==> src/design/mean_kth_nearest_distance_core_macros.svh <==
// assertion helpers shared by the rtl, sampled on clk and quiet while rst_n is low
`ifndef MEAN_KTH_NEAREST_DISTANCE_CORE_MACROS_SVH
`define MEAN_KTH_NEAREST_DISTANCE_CORE_MACROS_SVH

// same-cycle implication
`define MKND_ASSERT_IMP(lbl, ante, cons, msg) \
  lbl: assert property (@(posedge clk) disable iff (!rst_n) (ante) |-> (cons)) \
    else $error(msg);

// next-cycle implication
`define MKND_ASSERT_NXT(lbl, ante, cons, msg) \
  lbl: assert property (@(posedge clk) disable iff (!rst_n) (ante) |=> (cons)) \
    else $error(msg);

`endif

==> src/design/mknd_div.sv <==
module mknd_div #(
  parameter int DVD_W = 41,
  parameter int DVS_W = 9
) (
  input  logic             clk,
  input  logic             rst_n,
  input  logic             start_i,
  input  logic [DVD_W-1:0] dividend_i,
  input  logic [DVS_W-1:0] divisor_i,
  output logic             busy_o,
  output logic             done_o,
  output logic [DVD_W-1:0] quotient_o
);
  localparam int CW = $clog2(DVD_W + 1);

  logic             busy_r;
  logic             done_r;
  logic [CW-1:0]    cnt_r;
  logic [DVS_W-1:0] rem_r;
  logic [DVS_W-1:0] rem_nxt;
  logic [DVS_W-1:0] dvs_r;
  logic [DVD_W-1:0] quo_r;
  logic [DVS_W:0]   shifted;
  logic [DVS_W:0]   diff;
  logic             ge;

  // one quotient bit a cycle, restoring
  assign shifted = {rem_r, quo_r[DVD_W-1]};
  assign diff    = shifted - {1'b0, dvs_r};
  assign ge      = shifted >= {1'b0, dvs_r};
  assign rem_nxt = ge ? diff[DVS_W-1:0] : shifted[DVS_W-1:0];

  always_ff @(posedge clk) begin
    if (!rst_n) begin
      busy_r <= 1'b0;
      done_r <= 1'b0;
      cnt_r  <= '0;
    end else begin
      done_r <= 1'b0;
      if (start_i) begin
        busy_r <= 1'b1;
        cnt_r  <= CW'(DVD_W);
      end else if (busy_r) begin
        cnt_r <= cnt_r - 1'b1;
        if (cnt_r == CW'(1)) begin
          busy_r <= 1'b0;
          done_r <= 1'b1;
        end
      end
    end
  end

  always_ff @(posedge clk) begin
    if (start_i) begin
      quo_r <= dividend_i;
      rem_r <= '0;
      dvs_r <= divisor_i;
    end else if (busy_r) begin
      quo_r <= {quo_r[DVD_W-2:0], ge};
      rem_r <= rem_nxt;
    end
  end

  assign busy_o     = busy_r;
  assign done_o     = done_r;
  assign quotient_o = quo_r;

endmodule

==> config.mk <==
export PLATFORM = sky130hd
export DESIGN_NAME = mknd_div
export DESIGN_NICKNAME = d
export VERILOG_FILES = /design/src/design/mean_kth_nearest_distance_core_macros.svh /design/src/design/mknd_div.sv
export SDC_FILE = /design/constraint.sdc
export NUM_CORES = 1
export LEC_CHECK = 0
export BUFFER_PORTS_ARGS = -buffer_cell sky130_fd_sc_hd__buf_4
export CAP_MARGIN = 10
export CORE_MARGIN = 2
export CORE_UTILIZATION = 47
export CTS_CLUSTER_SIZE = 10
export DETAILED_ROUTE_END_ITERATION = 16
export PLACE_DENSITY = 0.85
export SLEW_MARGIN = 30
export SYNTH_ARGS = -nofsm -noshare
export SYNTH_HDL_FRONTEND = slang
export SYNTH_SLANG_ARGS = --single-unit
==> constraint.sdc <==
create_clock -name clk -period 2.85 [get_ports clk]
set_input_delay 0.1425 -clock clk [delete_from_list [all_inputs] [get_ports clk]]
set_output_delay 0.1425 -clock clk [all_outputs]
set_load 0.03 [all_outputs]
# Word-level counts from Yosys, hierarchy flattened
# Cells that the tools add are included.
# op_classes
add_sub_neg	2
n_lt_le_gt_ge	1
eq_ne	1
muxes	9
bitwise	2
reduce_logical	3
# ops
operator	n
$mux W41	2
$mux W6	2
$ge A10 B9 Y1	1
$mux W9	1
$sub A9 B9 Y9	1
$eq A6 B1 Y1 const B	1
$sub A6 B1 Y6 const B	1
$mux W1	4
$reduce_or A3 Y1	1
$not A1 Y1	2
$reduce_bool A2 Y1	1
$reduce_or A2 Y1	1
# totals
ff_bits	67
inputBits	53
output_inout_bits	43
wordCells	25

# Longest topological paths before layout
# depth
word_depth	4
depth_mapped	10
mapped_depth_nobuf	9

# Worst setup path before layout
# Ideal clock, no wire load.
# synth_path
path_kind	reg2reg
from	register quo_r[40], in the netlist quotient_o[40]
to	register rem_r[3]
setup_time_ps	137
arrival_time_ps	2301
t_required_ps	2713
path_slack_ps	412
path_stages_with_launch	11
n_path_buf	1
period_less_slack_ps	2438
cell_sequence	edfxtp_1 inv_1 ha_1 inv_1 fa_1 a211oi_2 o21a_1 o211a_2 clkbuf_8 mux2i_1 a211oi_1
# synth_via
elab_chain_len	2
word_cells_on_any_way	3
classes_between	add/sub (1); order compare (1); mux (1)
# synth_lines
element	line_no	rtl
from (decl)	mknd_div.sv:22	logic [DVD_W-1:0] quo_r;
from (signal assigned)	mknd_div.sv:55	quo_r <= dividend_i;
from (signal assigned)	mknd_div.sv:59	quo_r <= {quo_r[DVD_W-2:0], ge};
$sub A9 B9 Y9 or $ge A10 B9 Y1 (tied branches)	mknd_div.sv:29, mknd_div.sv:30	
$mux W9 (*)	mknd_div.sv:31	assign rem_nxt = ge ? diff[DVS_W-1:0] : shifted[DVS_W-1:0];
to (signal assigned)	mknd_div.sv:60	rem_r <= rem_nxt;
to (decl)	mknd_div.sv:19	logic [DVS_W-1:0] rem_r;
# Mark *: on every way between the ends. The rest lies on a longest branch, timed or not.
# A chain may end at the register's enable or synchronous reset.

# Worst setup path after layout
# layout_path
from	register quo_r[40], in the netlist quotient_o[40]
to	register rem_r[6]
# The elaborated chain is that of the path after synthesis.

==> impl_results.md <==
- Status: finished, final reports clean
- Worst VDD drop: around 0.5 mV
- Row cnt: 30
- CTS max path bufs: 2
- Met2 usage: 0.3130
- CP arrival: 2740 ps
- # H-tree levels: 3
- Clk root buf: clkbuf_8
- Yosys top cell area share: 0.4655
- M1 GR Usage: 0.2305
- Fill cells: between 500 and 600
- Fin area: around 4300 um^2
- Via Count: between 2000 and 2500
- Routed len/inst: between 15 and 20 um
- Total CTS buffers: 9
- Most common cell after layout, fill and taps aside: buf_4
- Leading area contributor after synthesis: edfxtp_1
- CTS tree: yes
- Post-CTS Resized: 0
- Sw Pwr: about 0.80 mW
- GP Congestion: 0.8882
- CTS clk-pin slew, worst paths: around 80 ps
- Layout net count: 420
- Leakage power total: 1.837 nW
- Min Tclk post-route: about 2500 ps
- I/O pin cnt: 96
- Vias in the first global route: around 2400
- Max FO, Critical Path: 14
- Internal power: about 2.0 mW
- Initial antenna violation count: 0
- Unrepaired setup endpoints after global routing: no
- Final TNS setup: 0 ps
- Clock group share of total power: 0.319
- Sequential-to-total area share from yosys stat: 0.5710
- Synth Area per Inst: approximately 13 um^2
- GR Overflow Total: 0
- Hold Path Depth: 2
- Reg2reg path depth: 9
- Hold_sp: rst_n
- Mapped cell area: approximately 3200 um^2
- CP startpoint kind: register
- Reg2reg start: quotient_o[40]$_DFFE_PP_
- Finish-stage setup viols: 0
- DIE AREA: approximately 7500 um^2
- Core area: approximately 6700 um^2
- Number of flops mapped to enable cells by yosys: 50
- Setup Buffers After CTS: 0
- Switch share: 0.2891
- Post-route ant nets: 0
- PD cells: around 640 nW/um^2
- Synth area leaders: edfxtp_1 47%, mux2_2 14%, dfxtp_1 11%, ha_1 4.3%, mux2i_1 2.8%
- # Max-Cap Violations: 0
- Crit. End Element: register
- Fin util: 0.6453
- Via-to-Cell Ratio: between 5 and 6
- Worst rel slew slack: 0.6213
- Clock Skew: 12.45 ps
- Synthesis Warnings: 0
- Crit path required time: a little over 3000 ps
- Gr usage total: 0.1961
- First-pass GRT wire length: roughly 11 mm
- Met3 Use GR: 0.09048
- Synth Net Count: just over 300
- Fin crit share: 0.8851
- Combinational Power Share: 0.238
- Hold_buf cts: 9
- Port buffer count: 95
- Worst hold path class: in -> reg
- DR iter-0 viols: 90
- Most frequent cells in the layout: 100 x buf_4, 50 x edfxtp_1, 40 x mux2_2
- Sequential Power Share: 0.443
- #FFs+latches synth: 67
- Die Y: 86.85 um
- Setup Crit Path Kind: reg -> reg
- Async SR Flop Fraction: 0
- DRT Wirelength: between 6 and 7 mm
- Reg2reg setup slack: 330 ps
- F_max: ~400 MHz
- Worst Hold Endpoint: cnt_r[5]$_SDFFE_PN0P_
- Largest net degree at the start of global routing: 47
- Drt pass-1 iters: 4
- Worst-Skew Late Latency: 350 ps
- Share of layout cells above drive strength 1: 0.4583
- Final HPWL DP: just under 5 mm
- Starting Density: 0.4801
- GRT Max-Usage Layer: met2
- Hold Fails Final Rpt: 0
- Pins Over Slew Limit: 0
- Post-Syn Instances: ~250
- Die width: a little under 90 um
- Placed Area: 4028 um^2
- Drt drc: 0
- Post-synth cell types: 42
- Sink Count: between 60 and 70
- RR Endpoint: rem_r[6]$_SDFFE_PP0P_
- Top FF cell, synth: edfxtp_1
- Area delta synth->final: 34.41%
- N_diodes: 0
- Slew @ Worst Pin: approximately 570 ps
-- final cells by class --
type / instances / area, um^2 / area share
Tap cell: 80 / 100.1 / 0.02309
Clock inverter: 6 / 90.09 / 0.02078
Inverter: 15 / 56.30 / 0.01299
Clock buffer: 10 / 127.6 / 0.02944
Timing Repair Buffer: 109 / 840.8 / 0.1939
Multi-Input combinational cell: 153 / 1279 / 0.2950
Sequential cell: 67 / 1842 / 0.4248
-- metrics by stage --
stage	hold WS, ps	setup WS [ps]	cells	power (mW)
after floorplan	241.4	412.1	245	1.662
after global placement	321.5	456.7	415	1.870
after detailed placement	321.9	407.0	415	1.885
after CTS	16.36	322.7	440	2.777
after global routing	24.25	158.2	440	2.872
final	30.68	327.6	440	2.756
-- worst max-delay path, stage by stage (launching register included) --
cell and delay [ps]:
edfxtp_1 420, inv_1 80, ha_1 150, inv_1 60, fa_1 410, a211oi_2 290, o21a_1 230, o211a_2 400
mux2i_1 260, a211oi_1 90
-- kinds of logic after synthesis --
family	synth area share
flops	0.5710
mux	0.1676
simple gates	0.07448
compound gates	0.08107
buf+inv	0.03258
fa+ha+maj	0.04887
xor+xnor	0.02444
-- cells in the mapped netlist (4+ instances only) --
master,n
edfxtp_1,50
mux2_2,40
dfxtp_1,17
nor2_1,17
inv_1,15
ha_1,11
mux2i_1,9
a211oi_1,8
a21oi_1,8
nand2_1,8
clkbuf_1,7
xor2_1,7
o21a_1,4
-- worst max path at each step --
stage	from	end
6_report	quotient_o[40]$_DFFE_PP_	rem_r[6]$_SDFFE_PP0P_
5_1_grt	quotient_o[40]$_DFFE_PP_	rem_r[1]$_SDFFE_PP0P_
4_1_cts	quotient_o[40]$_DFFE_PP_	rem_r[6]$_SDFFE_PP0P_
3_5_place_dp	quotient_o[40]$_DFFE_PP_	rem_r[1]$_SDFFE_PP0P_
3_3_place_gp	quotient_o[40]$_DFFE_PP_	rem_r[1]$_SDFFE_PP0P_
2_1_floorplan	quotient_o[40]$_DFFE_PP_	rem_r[3]$_SDFFE_PP0P_
-- registers in the layout, summed over array words and instances (netlist names) --
| signal | cells |
|---|---|
| dvs_r | 9 |
| quotient_o | 41 |
| busy_o | 1 |
| cnt_r | 6 |
| done_o | 1 |
| rem_r | 9 |
-- power groups by stage --
stage          Combinational (mW)  Clock [mW]  Sequential [mW]
6_report                    0.656       0.878             1.22
5_1_grt                     0.711       0.927             1.23
3_3_place_gp                0.631           0             1.24
3_5_place_dp                0.644           0             1.24
2_1_floorplan               0.302           0             1.36
4_1_cts                     0.659       0.895             1.22
-- metal layers --
metal | vias up | wire (um)
met1 | 1116 | 2793
met2 | 86 | 3312
met3 | 12 | 634
met4 | 0 | 109
li1 | 1133 | -
met5 | - | 0
No activity file was read; power rests on OpenSTA's default activity.
