**src/design/mean_kth_nearest_distance_core_macros.svh**
```systemverilog
// assertion helpers shared by the rtl, sampled on clk and quiet while rst_n is low
`ifndef MEAN_KTH_NEAREST_DISTANCE_CORE_MACROS_SVH
`define MEAN_KTH_NEAREST_DISTANCE_CORE_MACROS_SVH

// same-cycle implication
`define MKND_ASSERT_IMP(lbl, ante, cons, msg) \
  lbl: assert property (@(posedge clk) disable iff (!rst_n) (ante) |-> (cons)) \
    else $error(msg);

// next-cycle implication
`define MKND_ASSERT_NXT(lbl, ante, cons, msg) \
  lbl: assert property (@(posedge clk) disable iff (!rst_n) (ante) |=> (cons)) \
    else $error(msg);

`endif

```
**src/design/mknd_pkg.sv**
```systemverilog
package mknd_pkg;

  localparam int DIST_W        = 32;
  localparam int CFG_W         = 9;
  localparam int CFG_IDX_W     = 2;
  localparam int MAX_ITEMS_DEF = 256;
  localparam int DIST_BITS_DEF = 32;
  localparam int QUEUE_DEPTH   = 4;

  localparam logic [CFG_W-1:0] ITEM_COUNT_RST   = 9'd256;
  localparam logic [CFG_W-1:0] TARGET_COUNT_RST = 9'd1;

  typedef enum logic [CFG_IDX_W-1:0] {
    REG_ITEM_COUNT   = 2'd0,
    REG_TARGET_COUNT = 2'd1
  } cfg_reg_t;

  // classification of one queued item
  typedef struct packed {
    logic row_end;
    logic mat_end;
  } mknd_tag_t;

  // front to back control
  typedef struct packed {
    logic restart;
    logic active;
  } mknd_ctl_t;

  // divider status seen by one requester
  typedef struct packed {
    logic gnt;
    logic done;
  } mknd_div_st_t;

  // stored distance width
  function automatic int val_w(int dist_bits);
    return (dist_bits < DIST_W) ? dist_bits : DIST_W;
  endfunction

  // width of a count that can hold max_items itself
  function automatic int cnt_w(int max_items);
    return $clog2(max_items + 1);
  endfunction

endpackage

```
**src/design/mknd_front.sv**
```systemverilog
module mknd_front #(
  parameter int MAX_ITEMS = mknd_pkg::MAX_ITEMS_DEF,
  parameter int DIST_BITS = mknd_pkg::DIST_BITS_DEF
) (
  input  logic                                        clk,
  input  logic                                        rst_n,
  input  logic                                        in_push,
  output logic                                        in_full,
  input  logic [mknd_pkg::DIST_W-1:0]                 in_distance,
  input  logic                                        cfg_valid,
  output logic                                        cfg_ready,
  input  logic [mknd_pkg::CFG_IDX_W-1:0]              cfg_index,
  input  logic [mknd_pkg::CFG_W-1:0]                  cfg_data,
  input  logic                                        fifo_full_i,
  output logic                                        fifo_push_o,
  output logic [$bits(mknd_pkg::mknd_tag_t)+mknd_pkg::val_w(DIST_BITS)-1:0] fifo_data_o,
  output mknd_pkg::mknd_ctl_t                         ctl_o,
  output logic [mknd_pkg::cnt_w(MAX_ITEMS)-1:0]       m_o,
  output logic [mknd_pkg::cnt_w(MAX_ITEMS)-1:0]       n_eff_o,
  output logic [mknd_pkg::CFG_W-1:0]                  t_eff_o,
  output logic                                        div_req_o,
  input  mknd_pkg::mknd_div_st_t                      div_st_i,
  input  logic [mknd_pkg::cnt_w(MAX_ITEMS)-1:0]       div_q_i
);
  import mknd_pkg::*;

  localparam int CNT_W = cnt_w(MAX_ITEMS);
  localparam int IDX_W = $clog2(MAX_ITEMS);
  localparam int VAL_W = val_w(DIST_BITS);
  localparam int CMP_W = (CNT_W > CFG_W) ? CNT_W : CFG_W;

  logic [CFG_W-1:0] item_count_r;
  logic [CFG_W-1:0] target_count_r;
  logic [CNT_W-1:0] m_r;
  logic             m_pend_r;
  logic             m_wait_r;
  logic [IDX_W-1:0] col_r;
  logic [IDX_W-1:0] row_r;

  logic [CNT_W-1:0] n_eff;
  logic [CNT_W-1:0] n_last;
  logic [IDX_W-1:0] last_idx;
  logic [CFG_W-1:0] t_eff;
  logic             active;
  logic             accept;
  logic             cfg_wr;
  logic             cfg_hit;
  mknd_tag_t        tag;

  always_comb begin
    priority if (item_count_r == '0) begin
      n_eff = CNT_W'(1);
    end else if (CMP_W'(item_count_r) > CMP_W'(MAX_ITEMS)) begin
      n_eff = CNT_W'(MAX_ITEMS);
    end else begin
      n_eff = CNT_W'(item_count_r);
    end
  end

  assign t_eff    = (target_count_r == '0) ? CFG_W'(1) : target_count_r;
  assign active   = CMP_W'(t_eff) < CMP_W'(n_eff);
  assign n_last   = n_eff - CNT_W'(1);
  assign last_idx = n_last[IDX_W-1:0];

  assign tag.row_end = col_r == last_idx;
  assign tag.mat_end = tag.row_end && (row_r == last_idx);

  // no items until the rank is known
  assign in_full   = fifo_full_i || m_pend_r || m_wait_r;
  assign accept    = in_push && !in_full;
  assign cfg_ready = !m_pend_r && !m_wait_r;
  assign cfg_wr    = cfg_valid && cfg_ready;
  assign cfg_hit   = cfg_wr && ((cfg_index == REG_ITEM_COUNT) ||
                                (cfg_index == REG_TARGET_COUNT));

  always_ff @(posedge clk) begin
    if (!rst_n) begin
      item_count_r   <= ITEM_COUNT_RST;
      target_count_r <= TARGET_COUNT_RST;
      m_r            <= '0;
      m_pend_r       <= 1'b1;
      m_wait_r       <= 1'b0;
      col_r          <= '0;
      row_r          <= '0;
    end else begin
      if (cfg_wr) begin
        unique case (cfg_index)
          REG_ITEM_COUNT:   item_count_r   <= cfg_data;
          REG_TARGET_COUNT: target_count_r <= cfg_data;
          default: ;
        endcase
      end
      if (div_st_i.gnt) begin
        m_pend_r <= 1'b0;
        m_wait_r <= 1'b1;
      end
      if (div_st_i.done && m_wait_r) begin
        m_wait_r <= 1'b0;
        m_r      <= div_q_i;
      end
      if (cfg_hit) begin
        col_r    <= '0;
        row_r    <= '0;
        m_pend_r <= 1'b1;
      end else if (accept) begin
        if (tag.row_end) begin
          col_r <= '0;
          row_r <= tag.mat_end ? '0 : row_r + 1'b1;
        end else begin
          col_r <= col_r + 1'b1;
        end
      end
    end
  end

  assign fifo_push_o    = accept;
  assign fifo_data_o    = {tag, in_distance[VAL_W-1:0]};
  assign ctl_o.restart  = cfg_hit;
  assign ctl_o.active   = active;
  assign m_o            = m_r;
  assign n_eff_o        = n_eff;
  assign t_eff_o        = t_eff;
  assign div_req_o      = m_pend_r;

endmodule

```
**config.mk**
```make
export PLATFORM = sky130hd
export DESIGN_NAME = mknd_front
export DESIGN_NICKNAME = d
export VERILOG_FILES = /design/src/design/mean_kth_nearest_distance_core_macros.svh /design/src/design/mknd_pkg.sv /design/src/design/mknd_front.sv
export SDC_FILE = /design/constraint.sdc
export NUM_CORES = 1
export LEC_CHECK = 0
export BUFFER_PORTS_ARGS = -buffer_cell sky130_fd_sc_hd__buf_4
export CORE_UTILIZATION = 48
export DETAILED_ROUTE_END_ITERATION = 12
export PLACE_DENSITY = 0.77
export SLEW_MARGIN = 25
export SYNTH_ARGS = -nofsm -noshare
export SYNTH_HDL_FRONTEND = slang
export SYNTH_SLANG_ARGS = --single-unit
```
**constraint.sdc**
```tcl
create_clock -name clk -period 3.75 [get_ports clk]
set_input_delay 0.1875 -clock clk [delete_from_list [all_inputs] [get_ports clk]]
set_output_delay 0.1875 -clock clk [all_outputs]
set_load 0.01 [all_outputs]
```
---- Word-level counts from Yosys, hierarchy flattened ----
Index checks and enable logic that the tools add are counted.
cells by class
  eq/ne operators ......................... 3
  reductions and logical operators ........ 20
  add/sub/neg operators ................... 3
  mux-type cells .......................... 5
  magnitude comparators ................... 2
  bitwise gates (word level) .............. 1
operator list
  kind                                                                count
  9-bit 2-to-1 mux                                                    3
  9-bit logical NOT                                                   2
  8-bit by 1-bit adder with 8-bit output, second input constant       2
  8-bit == test                                                       2
  8-bit 2-to-1 mux                                                    2
  9-bit > comparator, second input constant                           1
  9-bit < comparator                                                  1
  8-bit by 1-bit subtractor with 8-bit output, second input constant  1
  1-bit logical AND                                                   6
  2-bit AND reduction                                                 3
  2-bit OR reduction                                                  2
  1-bit logical NOT                                                   3
  1-bit logical OR                                                    3
  2-bit by 1-bit == test with 1-bit output, second input constant     1
  2-bit logical NOT                                                   1
  1-bit inverter                                                      1
word-level totals
  register bits ........................... 45
  input port bits ......................... 59

---- Logic depth before layout (Yosys ltp) ----
  depth after elaboration ................. 7
  mapped depth ............................ 14
  depth with buffers taken out ............ 11

---- Least setup slack after synthesis ----
OpenSTA, ideal clock, no wires.
  path type ............................... reg-to-reg
  start ................................... register item_count_r[6]
  end ..................................... register row_r[6]
  cell stages (with the launch flop) ...... 14
  buffers on the path ..................... 2
  data arrival time ....................... 3.275 ns
  clock period less this slack ............ 3.345 ns
  path slack .............................. 0.405 ns
  library setup time ...................... 0.070 ns
  cells stage by stage .................... dfxtp_1 -> buf_2 -> nor2_1 -> a41oi_1 -> ha_1 -> xor2_1 -> o21ai_0 -> a311oi_1 -> o2111ai_1 -> a2111o_1 -> or4_4 -> buf_6 -> or3_1 -> a21oi_1
on the way
  cells in the longest elaborated chain, start to end .. 7
ends and longest elaborated chain
  element                                          RTL line                            RTL
  from (decl)                                      mknd_front.sv:32                    logic [CFG_W-1:0] item_count_r;
  from (signal assigned)                           mknd_front.sv:88                    REG_ITEM_COUNT: item_count_r <= cfg_data;
  9-bit > comparator                               mknd_front.sv:53                    end else if (CMP_W'(item_count_r) > CMP_W'(MAX_ITEMS)) begin
  9-bit 2-to-1 mux                                 mknd_front.sv:53
  9-bit 2-to-1 mux (*)                             mknd_front.sv:51                    priority if (item_count_r == '0) begin
  8-bit by 1-bit subtractor with 8-bit output (*)  mknd_front.sv:62                    assign n_last = n_eff - CNT_W'(1);
  8-bit == test (on tied branches)                 mknd_front.sv:65, mknd_front.sv:66
  1-bit logical AND                                mknd_front.sv:66                    assign tag.mat_end = tag.row_end && (row_r == last_idx);
  8-bit 2-to-1 mux                                 mknd_front.sv:108                   row_r <= tag.mat_end ? '0 : row_r + 1'b1;
  to (signal assigned)                             mknd_front.sv:108
  to (decl)                                        mknd_front.sv:38                    logic [IDX_W-1:0] row_r;
Mark *: on every way between the ends. The rest lies on a longest branch, timed or not.
A chain may end at the register's enable or synchronous reset.

---- Worst setup path in the final report ----
  start ................................... register item_count_r[5]
  end ..................................... output port fifo_data_o[32] (netlist name)
on the way
  cells in the longest elaborated chain, start to end .. 6
ends and longest elaborated chain
  element                                          RTL line                            RTL
  9-bit > comparator                               mknd_front.sv:53
  9-bit 2-to-1 mux                                 mknd_front.sv:53
  9-bit 2-to-1 mux (*)                             mknd_front.sv:51
  8-bit by 1-bit subtractor with 8-bit output (*)  mknd_front.sv:62
  8-bit == test (on tied branches)                 mknd_front.sv:65, mknd_front.sv:66
  1-bit logical AND (*)                            mknd_front.sv:66
  to (decl)                                        mknd_front.sv:16                    output logic [$bits(mknd_pkg::mknd_tag_t)+mknd_pkg::val_w(DIST_BITS)-1:0] fifo_data_o,
Marked as above.

==> summary.md <==
| Metric | Value |
|---|---|
| Starting Density | 0.498 |
| Tmin final | between 3 and 4 ns |
| Peak supply drop | ~0.27 mV |
| Mapped cell area | around 3000 um2 |
| M3 GR Usage | 0.0375 |
| Remaining routing DRC violations | 0 |
| Vias per cell | 5.63 |
| Final RePlAce weighted congestion | ~0.91 |
| Slowest cell on the critical path | or3_1 |
| Slew @ Worst Pin | 0.919 ns |
| Clk root buf | clkbuf_8 |
| Ys flop type | dfxtp_1 |
| Register area share after synthesis | 0.304 |
| Hold_buf cts | 0 |
| Fillers | between 500 and 600 |
| Power Dens Cells | approximately 310 nW/um2 |
| Most Crowded Layer GR | met2 |
| CP Cell Sequence | nor2_1, a41oi_1, ha_1, xor2_1, o21ai_0, a311oi_1, o2111ai_1, a2111o_1, or3_1, nor2_1, buf_4 |
| Endpoints failing hold | 0 |
| Area leader, netlist | dfxtp_1 |
| DRT antenna net count | 0 |
| CP Capture Type | output pin |
| TritonCTS Buffers | 5 |
| Crit start category | flop |
| Area of the multi-input gates | about 1600 um2 |
| Number of global-route vias before repair | around 2,400 |
| Worst-case clock buffer depth | 2 |
| Slew HR | 0.385 |
| CP top delay family | compound AO/OA/AOI/OAI gates |
| Initial antenna violation count | 0 |
| Overall Power | a little over 0.001 W |
| Status | completed |
| Met2 usage | 0.358 |
| IO Pins | between 100 and 150 |
| Clock-pin slew on the worst setup and hold paths | approximately 0.08 ns |
| H-tree depth | 2 |
| Mapped Nets | about 450 |
| Post_cts resized | 0 |
| Drt wl/cell | 14.6 um |
| Sink Count | between 40 and 50 |
| FMAX | ~290 MHz |
| Maxcap violations | 0 |
| Routed via count | between 2,000 and 3,000 |
| Setup Viol. Count Final | 0 |
| LEAKAGE | roughly 1.4 nW |
| Post-Route WL | about 6900 um |
| Post-synth EDFFs | 0 |
| P&R area growth vs syn | 13.4% |
| Post-CTS Setup Bufs | 0 |
| First-pass GRT wire length | about 11,000 um |
| YS warnings | 0 |
| Port bufs | 61 |
| Synth async-reset ratio | 0 |
| CP most frequent cell | nor2_1 |
| Die W | 80.6 um |
| Setup_tns | 0 ns |
| Drt pass-1 iters | 4 |
| Avg Cell Area, Syn | 7.89 um2 |
| Core Area | roughly 6000 um2 |
| Crit-path max FO | 7 |
| Post-Syn Instances | around 380 |
| RSZ-0062 raised after global routing | no |
| Netlist cell types | between 50 and 60 |
| Critical Path RT | around 3.6 ns |
| Cell with the most instances after synthesis | nand2_1 |
| R2r setup slk | 0.39 ns |
| Die extent in y | ~81 um |
| Final net count | around 470 |
| Global Route Usage Sum | 0.224 |
| Max-slew violations | 0 |
| Buf+Inv Stages, Crit Path | 1 |
| Clk_lat worst skew | 0.31 ns |
| Largest net degree at the start of global routing | 30 |
| Final period util | 0.924 |
| Clk_skew | 0.00737 ns |
| Share of cells above drive strength 1 | 0.217 |
| Row cnt | 28 |
| Total grt overflow | 0 |
| CP max stage delay | between 0.5 and 0.6 ns |
| Top area cells in the synthesized netlist | dfxtp_1 (30%), buf_4 (8.6%), nand2_1 (6.6%) |
| 1st-iter DRT viols | around 120 |
| Grt met1 use | 0.295 |
| Final Util | 0.565 |
| Top-area cell type share of the netlist area | 0.304 |
| Ant. Diodes | 0 |
| Crit Path Class | flop to output pin |
| Top cells by count, synth | nand2_1 (52), dfxtp_1 (45), buf_4 (34) |
| #FFs+latches synth | 45 |
| Worst hold path type | input port to flop |
| DP Wirelength | ~5400 um |
| CTS tree | yes |
| Crit path DAT | 3.28 ns |
| Sequential cell area | about 900 um2 |
| Full die area | between 6000 and 7000 um2 |
-- flip-flops by register name, indices dropped and copies added (netlist names) --
| name | cells |
|---|---|
| item_count_r | 9 |
| m_wait_r | 1 |
| row_r | 8 |
| div_req_o | 1 |
| col_r | 8 |
| target_count_r | 9 |
| m_o | 9 |
-- where the power goes --
| group | switching (W) | internal (W) | total (W) |
|---|---|---|---|
| clock network | 0.000171 | 0.000265 | 0.000435 |
| registers | 0.00000807 | 0.000486 | 0.000494 |
| logic | 0.0000534 | 0.0000539 | 0.000107 |
| total | 0.000232 | 0.000805 | 0.00104 |
-- worst paths after layout --
check | from | end | depth (start not counted)
worst min register to register | m_o[7] | m_o[7] | 2
worst max register to register | item_count_r[5] | row_r[0] | 11
worst min-delay path | div_st_i[1] | div_req_o | 2
worst max-delay path | item_count_r[5] | fifo_data_o[32] | 11
-- placed cells by master (no fill, tap or decap), types with 3 or more instances in the layout --
| cell | n |
|---|---|
| dfxtp_1 | 45 |
| nand3_1 | 16 |
| nand2_1 | 52 |
| clkbuf_8 | 5 |
| mux2i_1 | 10 |
| nor2b_1 | 12 |
| inv_1 | 19 |
| or3_1 | 8 |
| o21ai_0 | 15 |
| xnor2_1 | 12 |
| nor3_1 | 9 |
| nor2_1 | 15 |
| xor2_1 | 7 |
| a21o_1 | 4 |
| ha_1 | 11 |
| and4_1 | 3 |
| nand4_1 | 6 |
| nand3b_1 | 4 |
| nand2b_1 | 4 |
| o2111ai_1 | 3 |
| buf_4 | 71 |
| a21boi_0 | 17 |
| a21oi_1 | 15 |
-- stage by stage --
stage / hold WS, ns / setup slack [ns] / cell area, um2 / std cells
after floorplan: 0.298 / 0.405 / 2970 / 376
after CTS: 0.0819 / 0.271 / 3360 / 471
after detailed placement: 0.375 / 0.385 / 3230 / 463
after global placement: 0.375 / 0.519 / 3230 / 463
after global routing: 0.0995 / 0.0155 / 3360 / 471
final: 0.0848 / 0.285 / 3360 / 471
-- area by class of cell --
type | instances | share of cell area
well taps | 75 | 0.0279
clock buffers | 5 | 0.0205
repair buffers | 71 | 0.158
flip-flops and latches | 45 | 0.268
inverters | 19 | 0.0212
clock inverters | 3 | 0.0193
multi-input cells | 253 | 0.485
-- kinds of logic (layout without fill, tap and decap cells) --
kind of cell	Yosys count	after routing	share of synthesized area
DFF	45	45	0.304
AOI/OAI and AO/OA	70	70	0.161
adders and majority gates	11	11	0.0464
xor gates and xnor gates	19	19	0.0561
and+or+nand+nor	142	142	0.249
buffers and inverters	78	98	0.146
muxes	11	11	0.0376
-- routing by layer --
layer | vias up | wire (um)
met5 | - | 0
met4 | 0 | 120
met3 | 16 | 358
met2 | 85 | 3220
met1 | 1254 | 3180
li1 | 1298 | -
-- worst register-to-register path, cell delays in order, from the launching register on --
cell and delay (ns):
dfxtp_1 0.50, nor2_1 0.11, a41oi_1 0.29, ha_1 0.31, xor2_1 0.13, o21ai_0 0.10, a311oi_1 0.21, o2111ai_1 0.14
a2111o_1 0.41, or3_1 0.51, o31ai_4 0.45, nor2_1 0.10
No activity file was read; power rests on OpenSTA's default activity.
