**config.mk**
```make
export PLATFORM = sky130hd
export DESIGN_NAME = mknd_fifo
export DESIGN_NICKNAME = d
export VERILOG_FILES = /design/src/design/mean_kth_nearest_distance_core_macros.svh /design/src/design/mknd_fifo.sv
export SDC_FILE = /design/constraint.sdc
export NUM_CORES = 1
export LEC_CHECK = 0
export BUFFER_PORTS_ARGS = -buffer_cell sky130_fd_sc_hd__buf_2
export CORE_MARGIN = 5
export CORE_UTILIZATION = 40
export DETAILED_ROUTE_END_ITERATION = 12
export PLACE_DENSITY = 0.61
export SYNTH_ARGS = -nofsm -noshare
export SYNTH_HDL_FRONTEND = slang
export SYNTH_SLANG_ARGS = --single-unit
```
**constraint.sdc**
```tcl
create_clock -name clk -period 3.83 [get_ports clk]
set_input_delay 0.766 -clock clk [delete_from_list [all_inputs] [get_ports clk]]
set_output_delay 0.766 -clock clk [all_outputs]
set_load 0.005 [all_outputs]
```
**src/design/mean_kth_nearest_distance_core_macros.svh**
```systemverilog
// assertion helpers shared by the rtl, sampled on clk and quiet while rst_n is low
`ifndef MEAN_KTH_NEAREST_DISTANCE_CORE_MACROS_SVH
`define MEAN_KTH_NEAREST_DISTANCE_CORE_MACROS_SVH

// same-cycle implication
`define MKND_ASSERT_IMP(lbl, ante, cons, msg) \
  lbl: assert property (@(posedge clk) disable iff (!rst_n) (ante) |-> (cons)) \
    else $error(msg);

// next-cycle implication
`define MKND_ASSERT_NXT(lbl, ante, cons, msg) \
  lbl: assert property (@(posedge clk) disable iff (!rst_n) (ante) |=> (cons)) \
    else $error(msg);

`endif

```
**src/design/mknd_fifo.sv**
```systemverilog
module mknd_fifo #(
  parameter int WIDTH = 34,
  parameter int DEPTH = 4
) (
  input  logic             clk,
  input  logic             rst_n,
  input  logic             flush_i,
  input  logic             push_i,
  input  logic [WIDTH-1:0] din_i,
  output logic             full_o,
  input  logic             pop_i,
  output logic [WIDTH-1:0] dout_o,
  output logic             empty_o
);
  localparam int AW = (DEPTH > 1) ? $clog2(DEPTH) : 1;
  localparam int CW = $clog2(DEPTH + 1);

  logic [WIDTH-1:0] mem_r [DEPTH];
  logic [AW-1:0]    wr_r;
  logic [AW-1:0]    rd_r;
  logic [CW-1:0]    cnt_r;
  logic             do_push;
  logic             do_pop;

  assign full_o  = cnt_r == CW'(DEPTH);
  assign empty_o = cnt_r == '0;
  assign do_push = push_i && !full_o;
  assign do_pop  = pop_i && !empty_o;
  assign dout_o  = mem_r[rd_r];

  always_ff @(posedge clk) begin
    if (!rst_n || flush_i) begin
      wr_r  <= '0;
      rd_r  <= '0;
      cnt_r <= '0;
    end else begin
      if (do_push) begin
        wr_r <= (wr_r == AW'(DEPTH - 1)) ? '0 : wr_r + 1'b1;
      end
      if (do_pop) begin
        rd_r <= (rd_r == AW'(DEPTH - 1)) ? '0 : rd_r + 1'b1;
      end
      priority if (do_push && !do_pop) begin
        cnt_r <= cnt_r + 1'b1;
      end else if (do_pop && !do_push) begin
        cnt_r <= cnt_r - 1'b1;
      end
    end
  end

  always_ff @(posedge clk) begin
    if (do_push) begin
      mem_r[wr_r] <= din_i;
    end
  end

endmodule

```
# Yosys cells after proc, flatten, opt, wreduce, memory -nomap -nowiden
# Memory sizes are Yosys's and may differ from the RTL's. A register that Yosys moved wholly into a read port is not among the register bits.
# Cells that the tools add are included.
# op_classes
add_sub_neg	4
n_mux	8
n_reduce_logical	12
eq_ne	3
# ops
operator	n
$mux 2	4
$mux 3	2
$logic_not 1->1	5
$add 2x1->2 const B	2
$eq 2x2->1 const B	2
$logic_and 1x1->1	4
$add 3x1->3 const B	1
$eq 3x3->1 const B	1
$logic_not 3->1	1
$sub 3x1->3 const B	1
$mux 1	2
$reduce_bool 2->1	1
$logic_or 1x1->1	1
# word_totals
elab_cells	31
ram_bits	136
output_inout_bits	36
regBits	7
n_memories	1
# memory_table
memory	depth	word_bits	rd	rd_clocked_by_memory_dff	write_ports	line	rtl
mem_r	4	34	1	1	1	mknd_fifo.sv:18	logic [WIDTH-1:0] mem_r [DEPTH];

# Depth between registers and ports, before layout
# Gate-level depths: netlist of run 1.
# logic_depth
depth_word	7
mapped_depth	9

# Worst setup path after synthesis of run 1
# Ideal clock, no wire load.
# synth_timing
path_kind	input -> register
from	input pop_i
to	register cnt_r[2]
path_slack_ns	1.527
n_path_buf	0
setup_ns	0.070
t_arrival_ns	2.232
t_required_ns	3.760
path_stages	7
cell_sequence	o31ai_1 ha_1 inv_1 fa_1 xor2_1 or3_2 a21oi_1
# synth_between
elab_chain_cells	4
# synth_rtl
element	line	rtl
from (decl)	mknd_fifo.sv:11	input logic pop_i,
$logic_and 1x1->1 (*)	mknd_fifo.sv:28	assign do_pop = pop_i && !empty_o;
$logic_not 1->1	mknd_fifo.sv:43	priority if (do_push && !do_pop) begin
$logic_and 1x1->1	mknd_fifo.sv:43	
$mux 3 / $reduce_bool 2->1 (equally long branches)	n/a	
to (signal assigned)	mknd_fifo.sv:44	cnt_r <= cnt_r + 1'b1;
to (signal assigned)	mknd_fifo.sv:46	cnt_r <= cnt_r - 1'b1;
to (decl)	mknd_fifo.sv:21	logic [CW-1:0] cnt_r;
# Mark *: on every way between the ends. The rest lies on a longest branch, timed or not.
# A chain may end at the register's enable or synchronous reset.

==> impl_metrics.py, run 1 <==
metrics = {
    "timing": {
        "fin_setup_tns_ns": 0,
        "final_hold_viol_count": 0,
        "period_needed_ns": 2.86,
        "slew-limit-headroom": 0.370,
        "tightest_slew_ns": 0.945,
        "fmax_mhz": 350,
        "setup_viol": 0,
        "period_share": 0.746,
        "drv_slew": 0,
        "rsz0062_at_grt": "no",
        "fin_skew_ns": 0.00430,
    },
    "worst_setup_path": {
        "slowest_stage": "dfxtp_2",
        "cp_top_family": "flip-flops",
        "crit_fanout": 21,
        "required_ns": 3.06,
        "worstSetupPathType": "reg2out",
        "crit_path_end_kind": "primary output",
        "critical_path_arrival_ns": 2.09,
        "cpPeakStageDelay_ns": 0.68,
        "crit_buf_inv": 2,
        "cp_cell_sequence": "buf_12 > mux4_2 > buf_2",
        "cp-start-kind": "flop",
    },
    "grt": {
        "grt_remaining_overflow": 0,
        "grtUsageTotal": 0.126,
        "antenna_found_initial": 1,
        "first_global_vias": 2683,
        "grt_pass1_wl_mm": 14.7,
        "grt_max_degree": 35,
    },
    "cells_and_area": {
        "multi_input_area_sq_um": 1050,
        "drive_above_1_share": 0.454,
        "fill_cells": 1069,
        "syn_to_final_growth_pct": 23.9,
        "fin_area_sq_um": 6650,
        "antenna_cells": 0,
        "seqCellArea_sq_um": 4270,
        "nNetsFinal": 359,
    },
    "clock_tree": {
        "tritoncts": "done",
        "cts_setup_buffers": 0,
        "path_clk_slew_ns": 0.06,
        "cts_sinks": 145,
        "cts_buffer_depth": 2,
        "cts_max_level": 4,
        "numCtsBuffers": 17,
        "clock_latency_ns": 0.41,
        "cts_hold_buf": 0,
        "cts_resized": 0,
        "ctsRootBufferMaster": "clkbuf_16",
    },
    "outcome": {
        "status": "finished, final reports clean",
    },
    "detailed_routing": {
        "drtPass1Iterations": 4,
        "wl_mm": 9.26,
        "viasPerCell": 4.94,
        "vias": 2479,
        "drc": 0,
        "drtIter0Drc": 195,
        "wl_per_cell_um": 18.5,
        "antenna_left": 0,
    },
    "die": {
        "die-width_um": 126,
        "placementRows": 42,
        "initial_utilization": 0.407,
        "io_pins": 75,
        "dieHeight_um": 126,
        "coreArea_sq_um": 13200,
        "fp.dieArea_sq_um": 15800,
    },
    "flow_run": {
        "drv_cap": 0,
    },
    "synthesis": {
        "yosysWarnings": 0,
        "synth-seq-cells": 145,
        "syn_area_sq_um": 5370,
        "syn_inst": 228,
        "syn_avg_cell_area_sq_um": 23.5,
        "seq_area_frac_synth": 0.795,
        "yosysUniqueCellTypes": 27,
        "syn_nets": 274,
    },
    "place": {
        "placed_area_sq_um": 5940,
        "dpl.hpwl_mm": 5.43,
        "place_congestion": 0.678,
        "io_buffer_count": 74,
    },
    "hold_path": {
        "hold_class": "reg2reg",
    },
    "power_and_ir_drop": {
        "power.density_nw_per_um2": 600,
        "p_leak_nw": 2.29,
        "irDropWorstVdd_mv": 0.255,
    },
}
[sequential cells by signal (all words and copies together) (netlist names), named ones only]
signal	cells
wr_r	2
cnt_r	3
rd_r	2
mem_r	136
[stage by stage]
stage	cells	setup slack (ns)	util	hold WS, ns	total power (W)
after global routing	502	0.796	0.504	0.553	0.00413
after CTS	502	0.864	0.504	0.516	0.00403
after detailed placement	470	1.29	0.450	0.506	0.00207
after global placement	470	1.34	0.450	0.495	0.00207
final	502	0.972	0.504	0.514	0.00399
after floorplan	228	1.53	-	0.463	0.00196
[layer usage]
| layer | GRT usage | up-vias | wire (um) |
|---|---|---|---|
| met3 | 0.0466 | 17 | 487 |
| li1 | - | 1130 | - |
| met2 | 0.205 | 68 | 4690 |
| met1 | 0.152 | 1262 | 3870 |
| met5 | 0 | - | 11 |
| met4 | 0.0587 | 2 | 206 |
[Yosys cell counts]
cell	n	area, sq um
o31ai_1	3	22.5
nand3_1	1	5.00
or3_2	1	7.51
clkbuf_2	1	5.00
nand2_1	2	7.51
dfxtp_1	9	180
nor3_1	1	5.00
nor2b_1	1	6.26
mux4_2	34	766
or3b_1	1	8.76
buf_2	4	20.0
o21ai_0	2	10.0
nand4_1	2	12.5
clkbuf_1	1	3.75
fa_1	1	20.0
nor2_1	3	11.3
inv_1	4	15.0
buf_1	3	11.3
and2_4	1	8.76
edfxtp_1	136	4080
a21oi_1	2	10.0
xor2_1	2	17.5
mux2i_1	1	10.0
and3_2	4	30.0
or3_1	1	6.26
ha_1	6	75.1
nand2b_1	1	6.26
[cells in the final DEF (no fill, tap or decap), types with 4 or more instances in the layout]
cell	count
edfxtp_1	136
mux4_2	34
and3_2	4
dfxtp_1	7
clkbuf_16	17
inv_1	4
buf_2	74
bufinv_16	8
ha_1	6
[cell type report]
cell class,instances,share of cell area
multi-input cells,70,0.157
repair buffers,75,0.0587
well taps,176,0.0331
flip-flops and latches,145,0.642
clock buffers,17,0.0640
clock inverters,15,0.0429
inverters,4,0.00226
[cells by family (layout without fill, tap and decap cells)]
logic type	after synthesis	in the layout	synth area share
compound gates	7	7	0.00793
fa+ha+maj	7	7	0.0177
simple gates	19	19	0.0215
xor+xnor	2	2	0.00327
flops	145	145	0.795
mux	35	35	0.145
buf+inv	13	111	0.0103
[worst min-delay path: cells and delay by family, from the launching register on]
family	cells	cell delay (ns)
flip-flops	1	0.33
AO/OA/AOI/OAI	2	0.14
[path summary, 6_finish.rpt]
check / cells after the start / startpoint / end / slack (ns)
max: 3 / flop / dout_o[15] / 0.97
min: 2 / cnt_r[2] / cnt_r[2] / 0.51
max reg2reg: 7 / cnt_r[1] / cnt_r[2] / 1.47
min reg2reg: 2 / cnt_r[2] / cnt_r[2] / 0.51
[power breakdown]
| group | total [W] | leakage [nW] | switching [W] | internal [W] |
|---|---|---|---|---|
| Clock | 0.00195 | 0.349 | 0.000604 | 0.00135 |
| Sequential | 0.00181 | 1.32 | 0.0000208 | 0.00179 |
| Combinational | 0.000219 | 0.617 | 0.000108 | 0.000111 |
| Total | 0.00399 | 2.29 | 0.000732 | 0.00325 |
Power figures use the tool's default switching activity.
==> run 2: changes to the inputs <==
Clock period 3.83 ns to 2.65 ns, I/O delays scaled along.
==> run 2 against run 1 <==
First-iteration DRC count fell by 59%. Cell area decreased by 0.88%. Clock-buffer cell count up 6. Flip-flop and latch count unchanged. Via count fell by 0.40%. Utilization decreased by 0.45 points. Largest cell class unchanged. Largest power group is now sequential cells. Highest routed layer unchanged.
==> impl_metrics.py, run 2 (synthesized netlist as in run 1, its figures left out) <==
metrics = {
    "outcome": {
        "status": "finished, final reports clean",
    },
    "timing": {
        "fin_skew_ns": 0.00319,
        "final_hold_viol_count": 0,
        "setup_viol": 0,
        "period_needed_ns": 2.36,
        "fin_setup_tns_ns": 0,
        "fmax_mhz": 424,
        "drv_slew": 0,
        "rsz0062_at_grt": "no",
        "period_share": 0.890,
        "slew-limit-headroom": 0.655,
        "tightest_slew_ns": 0.518,
        "whs_ns": 0.337,
    },
    "power_and_ir_drop": {
        "irDropWorstVdd_mv": 0.394,
        "total_power_w": 0.00512,
        "switching_share": 0.194,
        "pwr-share-seq": 0.511,
        "p_int_w": 0.00413,
        "power.density_nw_per_um2": 777,
        "comb_power_share": 0.066,
        "p_leak_nw": 2.25,
        "clockPowerShare": 0.423,
        "switching_power_w": 0.000996,
    },
    "grt": {
        "grt_pass1_wl_mm": 15.4,
        "grtUsageTotal": 0.132,
        "antenna_found_initial": 1,
        "grt_max_degree": 26,
        "grtUsageMet1": 0.159,
        "grt_use_met2": 0.217,
        "met3_usage": 0.0432,
        "grt_remaining_overflow": 0,
        "first_global_vias": 2792,
        "busiest_layer": "met2",
    },
    "die": {
        "dieHeight_um": 126,
        "initial_utilization": 0.407,
        "die-width_um": 126,
        "io_pins": 75,
        "placementRows": 42,
        "coreArea_sq_um": 13200,
        "fp.dieArea_sq_um": 15800,
    },
    "detailed_routing": {
        "drtIter0Drc": 80,
        "viasPerCell": 4.85,
        "vias": 2469,
        "drc": 0,
        "antenna_left": 0,
        "wl_mm": 9.61,
        "wl_per_cell_um": 18.9,
        "drtPass1Iterations": 4,
    },
    "clock_tree": {
        "numCtsBuffers": 17,
        "cts_resized": 0,
        "cts_setup_buffers": 0,
        "cts_buffer_depth": 2,
        "cts_max_level": 4,
        "tritoncts": "done",
        "clock_latency_ns": 0.41,
        "path_clk_slew_ns": 0.05,
        "ctsRootBufferMaster": "clkbuf_16",
        "cts_sinks": 145,
        "cts_hold_buf": 0,
    },
    "cells_and_area": {
        "antenna_cells": 0,
        "mostFrequentLayoutCells": "edfxtp_1 (136), buf_2 (74), mux4_2 (34), clkbuf_16 (17), dfxtp_1 (7)",
        "top_regs": "mem_r x136, cnt_r x3",
        "nNetsFinal": 367,
        "drive_above_1_share": 0.444,
        "fill_cells": 1101,
        "fin_area_sq_um": 6590,
        "syn_to_final_growth_pct": 22.8,
        "final_common_cell": "edfxtp_1",
        "layoutNonFillerInstCount": 509,
        "largest_reg_flops": 136,
        "regMostFlops": "mem_r",
    },
    "place": {
        "dp_cells": 478,
        "dpl.hpwl_mm": 6.12,
        "place_congestion": 0.704,
        "io_buffer_count": 74,
        "placed_area_sq_um": 6050,
    },
    "worst_setup_path": {
        "worstSetupPathType": "reg2reg",
        "r2r_cells": 8,
        "crit_fanout": 8,
        "required_ns": 2.99,
        "critical_path_arrival_ns": 2.69,
        "cpPeakStageDelay_ns": 0.46,
        "slowest_stage": "dfxtp_1",
        "cp-start-kind": "flop",
        "cp_cell_sequence": "or3b_1 > and2_4 > ha_1 > inv_1 > fa_1 > xor2_1 > or3_2 > a21oi_1",
        "crit_path_end_kind": "flop",
    },
    "hold_path": {
        "hold_class": "in2reg",
        "holdPathStages": 1,
    },
    "flow_run": {
        "drv_cap": 0,
    },
}
==> run 2: layout make-up <==
class	count	area, sq um	area share
flip-flops and latches	145	4270	0.647
multi-input cells	70	1050	0.159
repair buffers	83	500	0.0759
clock buffers	23	448	0.0680
well taps	176	220	0.0334
clock inverters	8	88.8	0.0135
inverters	4	15.0	0.00228
==> run 2: power groups by stage <==
stage | clock (W) | combinational [W] | sequential (W)
after floorplan | 0 | 0.000183 | 0.00265
after global placement | 0 | 0.000338 | 0.00266
after detailed placement | 0 | 0.000348 | 0.00266
after CTS | 0.00223 | 0.000349 | 0.00262
after global routing | 0.00234 | 0.000375 | 0.00262
final | 0.00217 | 0.000338 | 0.00262
==> run 2: worst max-delay path, delay by kind of cell (launching register included) <==
kind,cells,cell delay (ns)
XOR/XNOR,1,0.18
buffers and inverters,1,0.07
adder cells (fa/ha/maj),2,0.57
AND/OR/NAND/NOR,3,0.87
flip-flops,1,0.46
AO/OA/AOI/OAI,1,0.15
==> run 2: metal layers <==
layer  vias to the layer above  routed length (um)
met3                        16                 498
met2                        58                4930
met1                      1252                4000
met5                         -                  13
met4                         2                 175
li1                       1141                   -
==> run 2: metrics by stage <==
step	worst slack, ns	utilization
floorplan	0.471	-
global placement	0.358	0.459
detailed placement	0.227	0.459
CTS	0.223	0.499
global route	0.102	0.500
finish	0.292	0.500
==> run 2: worst paths after layout <==
kind / start / to / slack, ns
worst min register to register: rd_r[0] / flop / 0.51
worst max register to register: cnt_r[0] / cnt_r[2] / 0.29
worst max-delay path: cnt_r[0] / cnt_r[2] / 0.29
worst min-delay path: din_i[30] / mem_r[2][30] / 0.34
==> run 3: changes to the inputs <==
Settings changed: GPL_TIMING_DRIVEN set to 0.
==> run 3 against run 2 <==
Combinational power is 4% lower. Worst setup slack lost 0.15 ns. Critical path depth shrank 4. Power is 0.69% higher. Clock-buffer cell count down 5. Global-route usage is 0.47 points lower. Critical path type is now reg2out. Largest cell class unchanged.
==> impl_metrics.py, run 3 (synthesized netlist as in run 1, its figures left out) <==
metrics = {
    "grt": {
        "antenna_found_initial": 1,
        "grt_remaining_overflow": 0,
        "grt_pass1_wl_mm": 15.0,
        "first_global_vias": 2766,
        "grtUsageTotal": 0.127,
        "grt_max_degree": 35,
    },
    "worst_setup_path": {
        "slowest_stage": "buf_2",
        "crit_cells": 4,
        "worstSetupPathType": "reg2out",
        "crit_fanout": 10,
        "critical_path_arrival_ns": 1.98,
        "crit_buf_inv": 3,
        "cp-start-kind": "flop",
        "cp_cell_sequence": "clkbuf_1 > buf_2 > mux4_2 > buf_2",
        "r2r_cells": 7,
        "cp_top_family": "buffers and inverters",
        "critPathMostFrequentCell": "buf_2",
        "crit_path_end_kind": "primary output",
        "required_ns": 2.12,
        "cpPeakStageDelay_ns": 0.40,
    },
    "flow_run": {
        "drv_cap": 0,
    },
    "detailed_routing": {
        "antenna_left": 0,
        "drtPass1Iterations": 6,
        "drc": 0,
        "drtIter0Drc": 147,
        "vias": 2538,
        "wl_mm": 9.43,
        "wl_per_cell_um": 18.5,
        "viasPerCell": 4.99,
    },
    "cells_and_area": {
        "multi_input_area_sq_um": 1050,
        "nNetsFinal": 367,
        "regMostFlops": "mem_r",
        "fill_cells": 1091,
        "largest_reg_flops": 136,
        "seqCellArea_sq_um": 4260,
        "syn_to_final_growth_pct": 21.5,
        "antenna_cells": 0,
        "mostFrequentLayoutCells": "edfxtp_1 (136), buf_2 (78), mux4_2 (34), clkbuf_16 (17), dfxtp_1 (9)",
        "top_regs": "mem_r x136, cnt_r x3",
        "final_common_cell": "edfxtp_1",
        "drive_above_1_share": 0.441,
    },
    "hold_path": {
        "hold_class": "in2reg",
        "holdPathStages": 1,
    },
    "timing": {
        "whs_ns": 0.329,
        "final_hold_viol_count": 0,
        "drv_slew": 0,
        "fin_skew_ns": 0.00516,
        "rsz0062_at_grt": "no",
        "fmax_mhz": 399,
        "tightest_slew_ns": 0.967,
        "fin_setup_tns_ns": 0,
        "fin_ws_ns": 0.141,
        "setup_viol": 0,
        "period_needed_ns": 2.51,
        "period_share": 0.947,
        "slew-limit-headroom": 0.355,
    },
    "die": {
        "placementRows": 42,
        "coreArea_sq_um": 13200,
        "fp.dieArea_sq_um": 15800,
        "die-width_um": 126,
        "io_pins": 75,
        "initial_utilization": 0.407,
        "dieHeight_um": 126,
    },
    "place": {
        "dpl.hpwl_mm": 5.60,
        "place_congestion": 0.705,
        "io_buffer_count": 74,
        "dp_worst_setup_slack_ns": 0.179,
    },
    "power_and_ir_drop": {
        "p_leak_nw": 2.24,
        "irDropWorstVdd_mv": 0.343,
        "power.density_nw_per_um2": 791,
    },
    "clock_tree": {
        "ctsRootBufferMaster": "clkbuf_16",
        "cts_hold_buf": 0,
        "path_clk_slew_ns": 0.06,
        "tritoncts": "done",
        "cts_sinks": 145,
        "cts_max_level": 4,
        "clock_latency_ns": 0.41,
        "cts_buffer_depth": 2,
        "numCtsBuffers": 17,
    },
    "outcome": {
        "status": "finished, final reports clean",
    },
}
run 3: cell types whose count changed in the layout (fill, tap and decap cells not counted), sizes merged:
| cell | before | now |
|---|---|---|
| clkbuf | 23 | 20 |
| clkinvlp | 1 | 2 |
| clkinv | 5 | 9 |
| buf | 83 | 81 |
run 3: path summary, 6_finish.rpt:
kind	start	end	slack, ns
worst min register to register	rd_r[0]	rd_r[0]	0.51
worst max register to register	cnt_r[0]	cnt_r[2]	0.22
worst max-delay path	flop	dout_o[14]	0.14
worst min-delay path	din_i[33]	mem_r[0][33]	0.33
run 3: per-layer routing:
metal	vias up	GRT usage	share of wire
met3	14	0.0453	0.052
met1	1316	0.162	0.44
met2	63	0.194	0.50
met5	-	0	0.0014
li1	1143	-	-
met4	2	0.0637	0.014
run 3: what timing repair did:
item | in CTS | in global routing
endpoints found under the setup margin | 30 | 0
gates resized for setup | 6 | 0
buffers inserted | 0 | 0
run 3: worst register-to-register path: stages (launching register included):
cell and delay (ns):
dfxtp_1 0.36, o31ai_1 0.54, ha_1 0.30, inv_1 0.06, fa_1 0.37, xor2_1 0.17, or3_2 0.41, a21oi_1 0.14
run 3: cell type report:
| cell class | instances | share of cell area |
|---|---|---|
| buffer | 9 | 0.00787 |
| multi-input combinational | 70 | 0.160 |
| inverter | 4 | 0.00230 |
| timing repair buffer | 74 | 0.0568 |
| clock buffer | 18 | 0.0658 |
| sequential | 145 | 0.654 |
| tap | 176 | 0.0338 |
| clock inverter | 13 | 0.0186 |
run 3: report_power, final:
group / internal (W) / leakage (nW) / total [W] / switching [W]
Sequential: 0.00259 / 1.32 / 0.00261 / 0.0000211
Clock: 0.00136 / 0.263 / 0.00222 / 0.000860
Combinational: 0.000161 / 0.652 / 0.000325 / 0.000164
run 3: stage by stage:
stage,power [W],util,cell area (sq um),cells
after floorplan,0.00284,-,5370,228
after global routing,0.00538,0.494,6520,509
after detailed placement,0.00299,0.452,5960,478
final,0.00516,0.494,6520,509
after CTS,0.00522,0.494,6520,509
after global placement,0.00299,0.452,5960,478
